===== src/rtl/rtpap_pkg.sv =====
`timescale 1ns / 1ps
`default_nettype none
// ----------------------------------------------------------------------------
// rtpap_pkg: shared types and constants of the RTP audio packetizer
// Beat structs, configuration struct, queue entry and header byte codes.
// ----------------------------------------------------------------------------
package rtpap_pkg;

   // input item commands
   localparam logic CMD_START = 1'b0;
   localparam logic CMD_DATA  = 1'b1;

   // configuration register indexes
   localparam logic [1:0] REG_PAYLOAD_TYPE = 2'd0;
   localparam logic [1:0] REG_STREAM_SSRC  = 2'd1;
   localparam logic [1:0] REG_TCP_IL       = 2'd2;

   // header constants
   localparam int unsigned  RTP_HDR_LEN = 12;
   localparam int unsigned  IL_HDR_LEN  = 4;
   localparam logic [31:0]  REBASE_TIME = 32'd1600;
   localparam logic [7:0]   IL_MARK     = 8'h24;
   localparam logic [7:0]   IL_CHANNEL  = 8'h02;
   localparam logic [7:0]   RTP_VER     = 8'h80;
   localparam logic [15:0]  RTP_LEN0    = 16'(RTP_HDR_LEN);

   // byte positions of the emitted packet stream
   localparam logic [4:0] POS_IL_MARK  = 5'd0;
   localparam logic [4:0] POS_IL_CHAN  = 5'd1;
   localparam logic [4:0] POS_IL_LENH  = 5'd2;
   localparam logic [4:0] POS_IL_LENL  = 5'd3;
   localparam logic [4:0] POS_RTP_VER  = 5'd4;
   localparam logic [4:0] POS_RTP_PT   = 5'd5;
   localparam logic [4:0] POS_SEQ_H    = 5'd6;
   localparam logic [4:0] POS_SEQ_L    = 5'd7;
   localparam logic [4:0] POS_TS_3     = 5'd8;
   localparam logic [4:0] POS_TS_2     = 5'd9;
   localparam logic [4:0] POS_TS_1     = 5'd10;
   localparam logic [4:0] POS_TS_0     = 5'd11;
   localparam logic [4:0] POS_SSRC_3   = 5'd12;
   localparam logic [4:0] POS_SSRC_2   = 5'd13;
   localparam logic [4:0] POS_SSRC_1   = 5'd14;
   localparam logic [4:0] POS_SSRC_0   = 5'd15;
   localparam logic [4:0] POS_DATA     = 5'd16;

   typedef struct packed {
      logic        command;
      logic [15:0] frame_length;
      logic [31:0] capture_time;
      logic [7:0]  data_byte;
   } req_type;

   typedef struct packed {
      logic [7:0] out_byte;
      logic       packet_end;
      logic       last_of_run;
   } rsp_type;

   typedef struct packed {
      logic [6:0]  payload_type;
      logic [31:0] stream_ssrc;
      logic        tcp_interleaved;
   } cfg_type;

   // one classified item handed from front to back
   typedef struct packed {
      logic        has_hdr;
      logic        has_byte;
      logic        marker;
      logic        byte_end;
      logic [15:0] seq;
      logic [31:0] stime;
      logic [15:0] rtp_len;
      logic [7:0]  data_byte;
   } entry_type;

endpackage
`default_nettype wire


===== src/rtl/rtpap_front.sv =====
`timescale 1ns / 1ps
`default_nettype none
// ----------------------------------------------------------------------------
// rtpap_front: item classifier
// Tracks frame state, rebases timestamps and turns each item into a job.
// ----------------------------------------------------------------------------
module rtpap_front import rtpap_pkg::*; #(
   parameter int MAX_PACKET_BYTES   = 2048,
   parameter int FRAME_HEADER_BYTES = 4
) (
   input  wire        clock,
   input  wire        reset,
   input  wire        req_valid,
   output logic       req_ready,
   input  req_type    req_data,
   input  cfg_type    cfg,
   output logic       push_valid,
   input  wire        push_ready,
   output entry_type  push_data
);

   localparam int SKIP_W = $clog2(FRAME_HEADER_BYTES + 2);
   localparam logic [15:0] FHB16      = 16'(FRAME_HEADER_BYTES);
   localparam logic [15:0] ROOM_IL    = 16'(MAX_PACKET_BYTES - RTP_HDR_LEN - IL_HDR_LEN);
   localparam logic [15:0] ROOM_PLAIN = 16'(MAX_PACKET_BYTES - RTP_HDR_LEN);

   logic [15:0]       seq_ff, seq_in;
   logic [31:0]       prev_cap_ff, prev_cap_in;
   logic [31:0]       prev_st_ff, prev_st_in;
   logic [31:0]       cur_st_ff, cur_st_in;
   logic [15:0]       remain_ff, remain_in;
   logic [15:0]       fill_ff, fill_in;
   logic [SKIP_W-1:0] skip_ff, skip_in;

   logic        accept;
   logic [31:0] pts;
   logic [15:0] room, len, fill_cur;

   assign req_ready = push_ready;
   assign accept    = req_valid && req_ready;

   always_comb begin
      // rebase on first frame or when time runs backward
      if (prev_cap_ff == '0 || req_data.capture_time < prev_cap_ff) begin
         pts = REBASE_TIME;
      end else begin
         pts = prev_st_ff + (req_data.capture_time - prev_cap_ff);
      end
      room     = cfg.tcp_interleaved ? ROOM_IL : ROOM_PLAIN;
      len      = (remain_ff > room) ? room : remain_ff;
      fill_cur = (fill_ff == '0) ? len : fill_ff;
   end

   always_comb begin
      seq_in      = seq_ff;
      prev_cap_in = prev_cap_ff;
      prev_st_in  = prev_st_ff;
      cur_st_in   = cur_st_ff;
      remain_in   = remain_ff;
      fill_in     = fill_ff;
      skip_in     = skip_ff;
      push_valid  = 1'b0;
      push_data.has_hdr   = 1'b0;
      push_data.has_byte  = 1'b0;
      push_data.marker    = 1'b0;
      push_data.byte_end  = 1'b0;
      push_data.seq       = seq_ff + 16'd1;
      push_data.stime     = cur_st_ff;
      push_data.rtp_len   = len + RTP_LEN0;
      push_data.data_byte = req_data.data_byte;
      if (accept) begin
         unique case (req_data.command)
            CMD_START: begin
               prev_cap_in     = req_data.capture_time;
               prev_st_in      = pts;
               cur_st_in       = pts;
               fill_in         = '0;
               push_data.stime = pts;
               if (req_data.frame_length > FHB16) begin
                  skip_in   = SKIP_W'(FRAME_HEADER_BYTES);
                  remain_in = req_data.frame_length - FHB16;
               end else begin
                  // short frame: one header-only packet
                  skip_in           = req_data.frame_length[SKIP_W-1:0];
                  remain_in         = '0;
                  seq_in            = seq_ff + 16'd1;
                  push_valid        = 1'b1;
                  push_data.has_hdr = 1'b1;
                  push_data.marker  = 1'b1;
                  push_data.rtp_len = RTP_LEN0;
               end
            end
            CMD_DATA: begin
               if (skip_ff != '0) begin
                  skip_in = skip_ff - SKIP_W'(1);
               end else if (remain_ff != '0) begin
                  push_valid         = 1'b1;
                  push_data.has_byte = 1'b1;
                  if (fill_ff == '0) begin
                     seq_in            = seq_ff + 16'd1;
                     push_data.has_hdr = 1'b1;
                     push_data.marker  = (remain_ff <= room);
                  end
                  fill_in            = fill_cur - 16'd1;
                  remain_in          = remain_ff - 16'd1;
                  push_data.byte_end = (fill_cur == 16'd1);
               end
            end
            default: begin
            end
         endcase
      end
   end

   always_ff @(posedge clock) begin
      if (reset) begin
         seq_ff      <= '0;
         prev_cap_ff <= '0;
         prev_st_ff  <= '0;
         cur_st_ff   <= '0;
         remain_ff   <= '0;
         fill_ff     <= '0;
         skip_ff     <= '0;
      end else begin
         seq_ff      <= seq_in;
         prev_cap_ff <= prev_cap_in;
         prev_st_ff  <= prev_st_in;
         cur_st_ff   <= cur_st_in;
         remain_ff   <= remain_in;
         fill_ff     <= fill_in;
         skip_ff     <= skip_in;
      end
   end

endmodule
`default_nettype wire


===== src/rtl/rtpap_queue.sv =====
`timescale 1ns / 1ps
`default_nettype none
// ----------------------------------------------------------------------------
// rtpap_queue: job queue
// Short first-in first-out buffer between classifier and emitter.
// ----------------------------------------------------------------------------
module rtpap_queue import rtpap_pkg::*; #(
   parameter int DEPTH = 2
) (
   input  wire        clock,
   input  wire        reset,
   input  wire        push_valid,
   output logic       push_ready,
   input  entry_type  push_data,
   output logic       pop_valid,
   input  wire        pop_ready,
   output entry_type  pop_data
);

   localparam int PTR_W = (DEPTH > 1) ? $clog2(DEPTH) : 1;
   localparam int CNT_W = $clog2(DEPTH + 1);

   entry_type          slot_ff [DEPTH];
   logic [PTR_W-1:0]   wr_ff, wr_in, rd_ff, rd_in;
   logic [CNT_W-1:0]   cnt_ff, cnt_in;
   logic               do_push, do_pop;

   assign push_ready = (cnt_ff < CNT_W'(DEPTH));
   assign pop_valid  = (cnt_ff != '0);
   assign pop_data   = slot_ff[rd_ff];
   assign do_push    = push_valid && push_ready;
   assign do_pop     = pop_valid && pop_ready;

   always_comb begin
      wr_in  = wr_ff;
      rd_in  = rd_ff;
      cnt_in = cnt_ff;
      if (do_push) begin
         wr_in = (wr_ff == PTR_W'(DEPTH - 1)) ? '0 : wr_ff + PTR_W'(1);
      end
      if (do_pop) begin
         rd_in = (rd_ff == PTR_W'(DEPTH - 1)) ? '0 : rd_ff + PTR_W'(1);
      end
      if (do_push && !do_pop) begin
         cnt_in = cnt_ff + CNT_W'(1);
      end else if (!do_push && do_pop) begin
         cnt_in = cnt_ff - CNT_W'(1);
      end
   end

   always_ff @(posedge clock) begin
      if (do_push) begin
         slot_ff[wr_ff] <= push_data;
      end
   end

   always_ff @(posedge clock) begin
      if (reset) begin
         wr_ff  <= '0;
         rd_ff  <= '0;
         cnt_ff <= '0;
      end else begin
         wr_ff  <= wr_in;
         rd_ff  <= rd_in;
         cnt_ff <= cnt_in;
      end
   end

endmodule
`default_nettype wire


===== src/rtl/rtpap_back.sv =====
`timescale 1ns / 1ps
`default_nettype none
// ----------------------------------------------------------------------------
// rtpap_back: byte emitter
// Walks each job through header positions and payload into the output register.
// ----------------------------------------------------------------------------
module rtpap_back import rtpap_pkg::*; (
   input  wire        clock,
   input  wire        reset,
   input  wire        pop_valid,
   output logic       pop_ready,
   input  entry_type  pop_data,
   input  cfg_type    cfg,
   output logic       rsp_valid,
   input  wire        rsp_ready,
   output rsp_type    rsp_data
);

   logic [4:0] pos_ff, pos_in;
   logic       busy_ff, busy_in;
   logic       rsp_valid_ff, rsp_valid_in;
   rsp_type    rsp_ff, rsp_in;

   logic       load;
   logic [4:0] pos, first_pos, last_pos;
   logic [7:0] hdr_byte;
   logic       at_last;

   assign load = pop_valid && (!rsp_valid_ff || rsp_ready);

   always_comb begin
      if (!pop_data.has_hdr) begin
         first_pos = POS_DATA;
      end else if (cfg.tcp_interleaved) begin
         first_pos = POS_IL_MARK;
      end else begin
         first_pos = POS_RTP_VER;
      end
      last_pos = pop_data.has_byte ? POS_DATA : POS_SSRC_0;
      pos      = busy_ff ? pos_ff : first_pos;
      at_last  = (pos == last_pos);
   end

   always_comb begin
      unique case (pos)
         POS_IL_MARK: hdr_byte = IL_MARK;
         POS_IL_CHAN: hdr_byte = IL_CHANNEL;
         POS_IL_LENH: hdr_byte = pop_data.rtp_len[15:8];
         POS_IL_LENL: hdr_byte = pop_data.rtp_len[7:0];
         POS_RTP_VER: hdr_byte = RTP_VER;
         POS_RTP_PT:  hdr_byte = {pop_data.marker, cfg.payload_type};
         POS_SEQ_H:   hdr_byte = pop_data.seq[15:8];
         POS_SEQ_L:   hdr_byte = pop_data.seq[7:0];
         POS_TS_3:    hdr_byte = pop_data.stime[31:24];
         POS_TS_2:    hdr_byte = pop_data.stime[23:16];
         POS_TS_1:    hdr_byte = pop_data.stime[15:8];
         POS_TS_0:    hdr_byte = pop_data.stime[7:0];
         POS_SSRC_3:  hdr_byte = cfg.stream_ssrc[31:24];
         POS_SSRC_2:  hdr_byte = cfg.stream_ssrc[23:16];
         POS_SSRC_1:  hdr_byte = cfg.stream_ssrc[15:8];
         POS_SSRC_0:  hdr_byte = cfg.stream_ssrc[7:0];
         default:     hdr_byte = pop_data.data_byte;
      endcase
   end

   always_comb begin
      pos_in       = pos_ff;
      busy_in      = busy_ff;
      rsp_in       = rsp_ff;
      rsp_valid_in = rsp_valid_ff && !rsp_ready;
      pop_ready    = 1'b0;
      if (load) begin
         rsp_valid_in       = 1'b1;
         rsp_in.out_byte    = hdr_byte;
         rsp_in.last_of_run = at_last;
         rsp_in.packet_end  = at_last &&
                              (pop_data.has_byte ? pop_data.byte_end : 1'b1);
         if (at_last) begin
            pop_ready = 1'b1;
            busy_in   = 1'b0;
         end else begin
            pos_in  = pos + 5'd1;
            busy_in = 1'b1;
         end
      end
   end

   always_ff @(posedge clock) begin
      rsp_ff <= rsp_in;
   end

   always_ff @(posedge clock) begin
      if (reset) begin
         pos_ff       <= '0;
         busy_ff      <= 1'b0;
         rsp_valid_ff <= 1'b0;
      end else begin
         pos_ff       <= pos_in;
         busy_ff      <= busy_in;
         rsp_valid_ff <= rsp_valid_in;
      end
   end

   assign rsp_valid = rsp_valid_ff;
   assign rsp_data  = rsp_ff;

endmodule
`default_nettype wire


===== src/rtl/rtp_audio_packetizer.sv =====
`timescale 1ns / 1ps
`default_nettype none
// ----------------------------------------------------------------------------
// rtp_audio_packetizer: RTP audio packetizer with interleaved framing
// Strips frame headers, rebases timestamps and emits RTP packets byte-wise.
// ----------------------------------------------------------------------------
//
//   channel | direction | ports        | beat
//   --------+-----------+--------------+------------------------------------
//   req     | in        | valid/ready  | start (length, time) or one byte
//   rsp     | out       | valid/ready  | one packet stream byte + end flags
//   csr     | in/out    | APB-style    | payload type, SSRC, interleave
//
// Payload bytes inside an open packet stream at one beat per clock while
// rsp_ready stays high. A packet that opens emits 16 header beats (12
// without interleave) ahead of its first payload byte; the emitter sets
// that figure, and the two-entry job queue absorbs input until it fills,
// then holds req_ready low. Dropped frame-header bytes give no output.
// Reset (synchronous, active high) clears frame state, sequence number,
// timestamps, the queue and the output valid flag; config resets to
// payload type 0, SSRC 0, interleave on. rsp stalls back up through the
// queue into req_ready only.
//
module rtp_audio_packetizer import rtpap_pkg::*; #(
   parameter int MAX_PACKET_BYTES   = 2048,
   parameter int FRAME_HEADER_BYTES = 4,
   parameter int QUEUE_DEPTH        = 2
) (
   input  wire         clock,
   input  wire         reset,
   // input beats
   input  wire         req_valid,
   output logic        req_ready,
   input  req_type     req_data,
   // result beats
   output logic        rsp_valid,
   input  wire         rsp_ready,
   output rsp_type     rsp_data,
   // configuration port
   input  wire         csr_psel,
   input  wire         csr_penable,
   input  wire         csr_pwrite,
   input  wire  [3:0]  csr_paddr,
   input  wire  [31:0] csr_pwdata,
   output logic [31:0] csr_prdata,
   output logic        csr_pready
);

   cfg_type     cfg_ff, cfg_in;
   logic        csr_wr;
   logic [1:0]  csr_idx;

   logic        push_valid, push_ready;
   entry_type   push_data;
   logic        pop_valid, pop_ready;
   entry_type   pop_data;

   // configuration registers: write on the access phase
   assign csr_pready = 1'b1;
   assign csr_idx    = csr_paddr[3:2];
   assign csr_wr     = csr_psel && csr_penable && csr_pwrite;

   always_comb begin
      cfg_in = cfg_ff;
      if (csr_wr) begin
         unique case (csr_idx)
            REG_PAYLOAD_TYPE: cfg_in.payload_type    = csr_pwdata[6:0];
            REG_STREAM_SSRC:  cfg_in.stream_ssrc     = csr_pwdata;
            REG_TCP_IL:       cfg_in.tcp_interleaved = csr_pwdata[0];
            default: begin
               // drop writes past the register list
            end
         endcase
      end
   end

   always_comb begin
      unique case (csr_idx)
         REG_PAYLOAD_TYPE: csr_prdata = {25'd0, cfg_ff.payload_type};
         REG_STREAM_SSRC:  csr_prdata = cfg_ff.stream_ssrc;
         REG_TCP_IL:       csr_prdata = {31'd0, cfg_ff.tcp_interleaved};
         default:          csr_prdata = '0;
      endcase
   end

   always_ff @(posedge clock) begin
      if (reset) begin
         cfg_ff.payload_type    <= '0;
         cfg_ff.stream_ssrc     <= '0;
         cfg_ff.tcp_interleaved <= 1'b1;
      end else begin
         cfg_ff <= cfg_in;
      end
   end

   // classify items, advance frame state
   rtpap_front #(
      .MAX_PACKET_BYTES   (MAX_PACKET_BYTES),
      .FRAME_HEADER_BYTES (FRAME_HEADER_BYTES)
   ) u_front (
      .clock      (clock),
      .reset      (reset),
      .req_valid  (req_valid),
      .req_ready  (req_ready),
      .req_data   (req_data),
      .cfg        (cfg_ff),
      .push_valid (push_valid),
      .push_ready (push_ready),
      .push_data  (push_data)
   );

   // hold jobs between the two sides
   rtpap_queue #(
      .DEPTH (QUEUE_DEPTH)
   ) u_queue (
      .clock      (clock),
      .reset      (reset),
      .push_valid (push_valid),
      .push_ready (push_ready),
      .push_data  (push_data),
      .pop_valid  (pop_valid),
      .pop_ready  (pop_ready),
      .pop_data   (pop_data)
   );

   // serialize each job into packet bytes
   rtpap_back u_back (
      .clock     (clock),
      .reset     (reset),
      .pop_valid (pop_valid),
      .pop_ready (pop_ready),
      .pop_data  (pop_data),
      .cfg       (cfg_ff),
      .rsp_valid (rsp_valid),
      .rsp_ready (rsp_ready),
      .rsp_data  (rsp_data)
   );

endmodule
`default_nettype wire


===== config.mk =====
export PLATFORM = sky130hd
export DESIGN_NAME = rtp_audio_packetizer
export DESIGN_NICKNAME = d
export VERILOG_FILES = /design/src/rtl/rtpap_pkg.sv /design/src/rtl/rtpap_front.sv /design/src/rtl/rtpap_queue.sv /design/src/rtl/rtpap_back.sv /design/src/rtl/rtp_audio_packetizer.sv
export SDC_FILE = /design/constraint.sdc
export NUM_CORES = 1
export LEC_CHECK = 0
export BUFFER_PORTS_ARGS = -buffer_cell sky130_fd_sc_hd__buf_4
export CORE_MARGIN = 2
export CORE_UTILIZATION = 40
export CTS_BUF_LIST = sky130_fd_sc_hd__clkbuf_16
export DETAILED_ROUTE_END_ITERATION = 8
export GPL_ROUTABILITY_DRIVEN = 1
export HOLD_SLACK_MARGIN = 0.02
export PLACE_DENSITY = 0.65
export SLEW_MARGIN = 20
export SYNTH_ARGS = -nofsm -noshare
export SYNTH_HDL_FRONTEND = slang
export SYNTH_SLANG_ARGS = --single-unit

===== constraint.sdc =====
create_clock -name clock -period 7.75 [get_ports clock]
set_input_delay 1.55 -clock clock [delete_from_list [all_inputs] [get_ports clock]]
set_output_delay 1.55 -clock clock [all_outputs]
set_load 0.005 [all_outputs]

---- Yosys cells after proc, flatten, opt, wreduce, memory -nomap -nowiden ----
Memories as Yosys holds them, arrays and structs flattened. A register that Yosys moved wholly into a read port is not among the register bits.
Index checks and enable logic that the tools add are counted.
W data, S select, Z words.
word-level totals
  register bits ........................... 176
  RAM bits ................................ 152
  input bits .............................. 100
  output and inout port bits .............. 45
  logic and storage cells ................. 150
  memories ................................ 1
memories
  name             depth  width  read ports  clocked after Yosys merged registers in  wr ports  RTL line           text
  u_queue.slot_ff  2      76     1           1                                        1         rtpap_queue.sv:23  entry_type slot_ff [DEPTH];
cells by class
  add/sub/neg operators ................... 13
  order comparisons ....................... 5
  equal/unequal tests ..................... 24
  mux-type cells .......................... 55
  bitwise operators ....................... 2
  reductions and logical operators ........ 32
operator list
  kind                     number
  $mux W16                 12
  $pmux W8 S16             1
  $mux W48                 2
  $pmux W16 S2             3
  $pmux W32 S3             1
  $eq A5 B4 Y1 const B     8
  $add A32 B32 Y32         1
  $logic_not A32 Y1        1
  $lt A32 B32 Y1           1
  $mux W32                 1
  $sub A16 B1 Y16 const B  2
  $sub A32 B32 Y32         1
  $eq A5 B3 Y1 const B     4
  $mux W1                  19
  $add A16 B1 Y16 const B  1
  $add A16 B4 Y16 const B  1
  $eq A16 B1 Y1 const B    1
  $gt A16 B16 Y1           1
  $gt A16 B3 Y1 const B    1
  $le A16 B16 Y1           1
  $logic_not A16 Y1        1
  $reduce_bool A16 Y1      1
  $sub A16 B3 Y16 const B  1
  $mux W5                  3
  other kinds (29)         62

---- Logic depth before layout (Yosys ltp) ----
  word-level depth ........................ 10
  depth in mapped cells ................... 15
  depth with buffers taken out ............ 15

---- Cells and area by module ----
A second synthesis with hierarchy kept.
unflattened totals
  cells, all modules ...................... 2022
  area total of the unflattened synthesis .. 19635.1 sq um
by module, submodules not included
  module                instances  cells an instance  area each (sq um)  sequential area each (sq um)
  rtpap_front           1          1301               9645.5             2302.2
  rtpap_queue           1          259                5850.6             4664.5
  rtp_audio_packetizer  1          217                2083.2             800.8
  rtpap_back            1          245                2055.7             440.4

---- Least setup slack after synthesis ----
OpenSTA, ideal clock, no wires.
  path type ............................... in2reg
  start ................................... input port req_data[43] (netlist name)
  end ..................................... memory u_queue.slot_ff[0][0] (netlist name) (enable)
  library setup time ...................... 0.511 ns
  data arrival time ....................... 6.007 ns
  required time ........................... 7.239 ns
  setup slack ............................. 1.232 ns
  cell stages on the path ................. 8
  path buffers ............................ 0
  path through ............................ inv_1 ha_1 or3b_2 a21oi_1 nand3_1 nor2_1 o21bai_2 nor2_1
on the way
  longest elaborated chain between the ends .. 7
RTL lines
  item                           RTL line                    text
  start, declared                rtp_audio_packetizer.sv:34  input req_type req_data,
  $gt A16 B3 Y1                  rtpap_front.sv:79           if (req_data.frame_length > FHB16) begin
  $mux W1                        rtpap_front.sv:79
  $pmux W1 S2                    rtpap_front.sv:72           unique case (req_data.command)
  $mux W1                        rtpap_front.sv:71           if (accept) begin
  $logic_and A1 B1 Y1            rtpap_queue.sv:31           assign do_push = push_valid && push_ready;
  $mux W1                        rtpap_queue.sv:52           if (do_push) begin
  $mux W1 (not written as such)  rtpap_queue.sv:53           slot_ff[wr_ff] <= push_data;
  end, declared                  rtpap_queue.sv:23
Every way passes these cells.

---- Worst setup path in the final report ----
  start ................................... input port req_data[43] (netlist name)
  end ..................................... memory u_queue.slot_ff[1][51] (netlist name) (enable)
on the way
  longest elaborated chain between the ends .. 7
RTL lines
  item                           RTL line           text
  $gt A16 B3 Y1                  rtpap_front.sv:79
  $mux W1                        rtpap_front.sv:79
  $pmux W1 S2                    rtpap_front.sv:72
  $mux W1                        rtpap_front.sv:71
  $logic_and A1 B1 Y1            rtpap_queue.sv:31
  via u_queue.do_push            rtpap_queue.sv:26  logic do_push, do_pop;
  $mux W1                        rtpap_queue.sv:52
  $mux W1 (not written as such)  rtpap_queue.sv:53
The timed path passes the listed nets, and every way through them passes these cells.

==> impl_metrics.env <==
export IMPL_status="finished clean"
export IMPL_power_total_uw=6870
export IMPL_r2r_slack_ns=3.51
export IMPL_area_growth_pct=15.6
export IMPL_die_area_um2=47400
export IMPL_grt_max_degree=69
export IMPL_fin_worst_skew_ns=0.0200
export IMPL_place_hpwl_mm=35.2
export IMPL_arrival_ns=4.70
export IMPL_io_pins=145
export IMPL_cp_num_buf_inv=4
export IMPL_path_clk_slew_ns=0.06
export IMPL_ys_seq_area_frac=0.449
export IMPL_setup_tns_ns=0
export IMPL_p_per_area_nw_per_um2=326
export IMPL_place_port_buffers=141
export IMPL_vias_per_cell=5.38
export IMPL_yosysWarnings=0
export IMPL_slowest_delay_ns=0.66
export IMPL_rr_worst_depth=9
export IMPL_p_leak_uw=0.00829
export IMPL_cts_buffers=37
export IMPL_hold_class="reg2reg"
export IMPL_drv_slew=0
export IMPL_synth_most_common_cell="nand2_1"
export IMPL_hold_buffers=0
export IMPL_clock_sinks=329
export IMPL_place_ws_ns=2.69
export IMPL_finalCritPeriodShare=0.578
export IMPL_synth_edf_count=162
export IMPL_row_count=78
export IMPL_post_synth_and_or_nand_nor_area_fraction=0.168
export IMPL_tightest_slew_ns=1.10
export IMPL_grt_ovfl_total=0
export IMPL_fp_dieW_um=218
export IMPL_criticalPathCategory="in2reg"
export IMPL_finalHoldViolCount=0
export IMPL_layout_drive_gt1_share=0.119
export IMPL_endpoint="u_queue.slot_ff[1][51]"
export IMPL_synth_fa_ha_area_frac=0.0888
export IMPL_critPathMaxFanout=54
export IMPL_r2r_end="u_back.rsp_data[3]"
export IMPL_vias=14621
export IMPL_synth_cell_type_count=82
export IMPL_grt_use_total=0.200
export IMPL_cts_setup_buffers=0
export IMPL_clk_root_buffer_cell="clkbuf_16"
export IMPL_antenna_found_initial=0
export IMPL_syn_area_um2=18300
export IMPL_first_global_vias=13886
export IMPL_dp_cells=2651
export IMPL_synth_compound_area_frac=0.150
export IMPL_start_util=0.404
export IMPL_cts_buffer_depth=3
export IMPL_ant_nets=0
export IMPL_fmax_mhz=223
export IMPL_syn_avg_cell_area_um2=9.26
export IMPL_gp_congestion=0.916
export IMPL_wl_per_cell_um=17.7
export IMPL_cts_tree="done"
export IMPL_crit_top_cell="buf_4"
export IMPL_vdd_drop_max_v=0.000239
export IMPL_cts_resized=0
export IMPL_whs_ns=0.471
export IMPL_clock_latency_ns=0.56
export IMPL_setup_viol=0
export IMPL_crit_required_ns=7.97
export IMPL_synth_seq_cells=329
export IMPL_start_kind="primary input"
export IMPL_synth_common_cells="234 x nand2_1, 193 x inv_1, 167 x dfxtp_1, 162 x edfxtp_1, 162 x nor2_1"
export IMPL_final_nets=2301
export IMPL_cp_depth=11
export IMPL_maxCapViolCount=0
export IMPL_design_core_area_um2=45200
export IMPL_rsz0062_at_grt="false"
export IMPL_muxShareOfSynthArea=0.0465
export IMPL_synth_ff_type="dfxtp_1"
export IMPL_yosys_area_top_type_share=0.266
export IMPL_h_tree_depth=2
export IMPL_min_period_ns=4.48
export IMPL_path_cells="buf_4, inv_1, ha_1, or3b_2, a21oi_1, nand3_1, nor2_1, o21bai_2, inv_2, and2_4, buf_4"
export IMPL_worst_slack_ns=3.27
export IMPL_synth_xor_area_share=0.0388
export IMPL_syn_inst=1971
export IMPL_crit_family="simple AND/OR/NAND/NOR gates"
export IMPL_initialDrtViolationCount=1209
export IMPL_endpoint_kind="flip-flop"
export IMPL_final_cells=2719
export IMPL_ys_top_cells_by_area="edfxtp_1 27%, dfxtp_1 18%, ha_1 5.5%"
export IMPL_drc=0
export IMPL_relSlewSlack=0.269
export IMPL_drtPass1Iterations=8
export IMPL_async_flop_share=0
export IMPL_synth_top_family_by_area="simple AND/OR/NAND/NOR gates"
export IMPL_wl_mm=48.2
export IMPL_cp_startpoint="req_data[43]"
export IMPL_diodes=0
export IMPL_grt_first_pass_wirelength_mm=75.3
export IMPL_die_y_um=218
export IMPL_cpMaxStageDelayCell="and2_4"
export IMPL_synth_area_leader_cell="edfxtp_1"
tightest hold or removal path, stage by stage, from the launching register on:
cell and delay [ns]:
dfxtp_1 0.33, nand2_1 0.05, o21ai_0 0.06
stage by stage:
stage / area, µm² / util
2_1_floorplan: 18300 / -
4_1_cts: 21100 / 0.467
5_1_grt: 21100 / 0.467
3_5_place_dp: 19900 / 0.440
6_report: 21100 / 0.467
3_3_place_gp: 19900 / 0.440
cell families after synthesis:
| logic type | Yosys count |
|---|---|
| AND/OR/NAND/NOR | 655 |
| AO/OA/AOI/OAI | 432 |
| flip-flops | 329 |
| buffers and inverters | 277 |
| adder cells (fa/ha/maj) | 111 |
| multiplexers | 84 |
| XOR/XNOR | 81 |
| other | 2 |
layout by cell type, fill, tap and decap left out, types with 10 or more instances in the layout:
| cell | n |
|---|---|
| a211oi_1 | 10 |
| a21o_1 | 20 |
| a21oi_1 | 157 |
| a22o_1 | 19 |
| a22oi_1 | 14 |
| a31oi_1 | 11 |
| and2_1 | 38 |
| and3_1 | 13 |
| buf_4 | 155 |
| clkbuf_16 | 37 |
| clkinv_2 | 10 |
| dfxtp_1 | 166 |
| edfxtp_1 | 162 |
| fa_1 | 31 |
| ha_1 | 80 |
| inv_1 | 197 |
| mux2i_1 | 78 |
| nand2_1 | 234 |
| nand2b_1 | 12 |
| nand3_1 | 44 |
| nand4_1 | 13 |
| nor2_1 | 160 |
| nor2b_1 | 27 |
| nor3_1 | 46 |
| nor4_1 | 17 |
| o211ai_1 | 10 |
| o21a_1 | 11 |
| o21ai_0 | 59 |
| o21ai_1 | 16 |
| o22ai_1 | 33 |
| or3_1 | 12 |
| xnor2_1 | 37 |
| xor2_1 | 44 |
how the worst min path moves through the flow:
stage / slack, ns / endpoint / startpoint / depth (start not counted)
2_1_floorplan: 0.43 / u_front.prev_st_ff[24] / u_front.prev_st_ff[24] / 2
3_3_place_gp: 0.43 / u_front.prev_st_ff[24] / u_front.prev_st_ff[24] / 2
3_5_place_dp: 0.45 / u_front.prev_st_ff[24] / u_front.prev_st_ff[24] / 2
4_1_cts: 0.47 / u_front.prev_st_ff[24] / u_front.prev_st_ff[24] / 2
5_1_grt: 0.49 / cfg_ff[5] / cfg_ff[5] / 2
6_report: 0.47 / u_front.prev_st_ff[28] / u_front.prev_st_ff[28] / 2
power by group:
group,internal [µW],leakage (µW),total [µW],switching (µW)
logic,1050,0.00481,2760,1710
registers,2160,0.00288,2350,192
clock network,1020,0.000608,1760,744
metal layers:
layer / track usage / share of wire / routed length, µm / up-vias
met2: 0.318 / 0.45 / 21700 / 537
li1: - / - / - / 7116
met3: 0.0396 / 0.073 / 3540 / 71
met4: 0.0614 / 0.027 / 1280 / 0
met1: 0.273 / 0.45 / 21600 / 6897
met5: 0 / 0 / 0 / -
flip-flops by register name, indices dropped and copies added, names as in the netlist, 5 cells and up, named ones only:
signal,count
cfg_ff,40
u_back.pos_ff,5
u_back.rsp_data,10
u_front.fill_ff,16
u_front.prev_cap_ff,32
u_front.prev_st_ff,32
u_front.remain_ff,16
u_front.seq_ff,16
u_queue.slot_ff,152
final cells by class:
| cell class | instances | area (µm²) |
|---|---|---|
| clock buffer | 37 | 926 |
| clock inverter | 31 | 285 |
| fill | 4269 | 24100 |
| inverter | 195 | 732 |
| multi-input combinational | 1372 | 9050 |
| sequential | 329 | 8210 |
| tap | 600 | 751 |
| timing repair buffer | 155 | 1160 |
No activity file was read; power rests on OpenSTA's default activity.
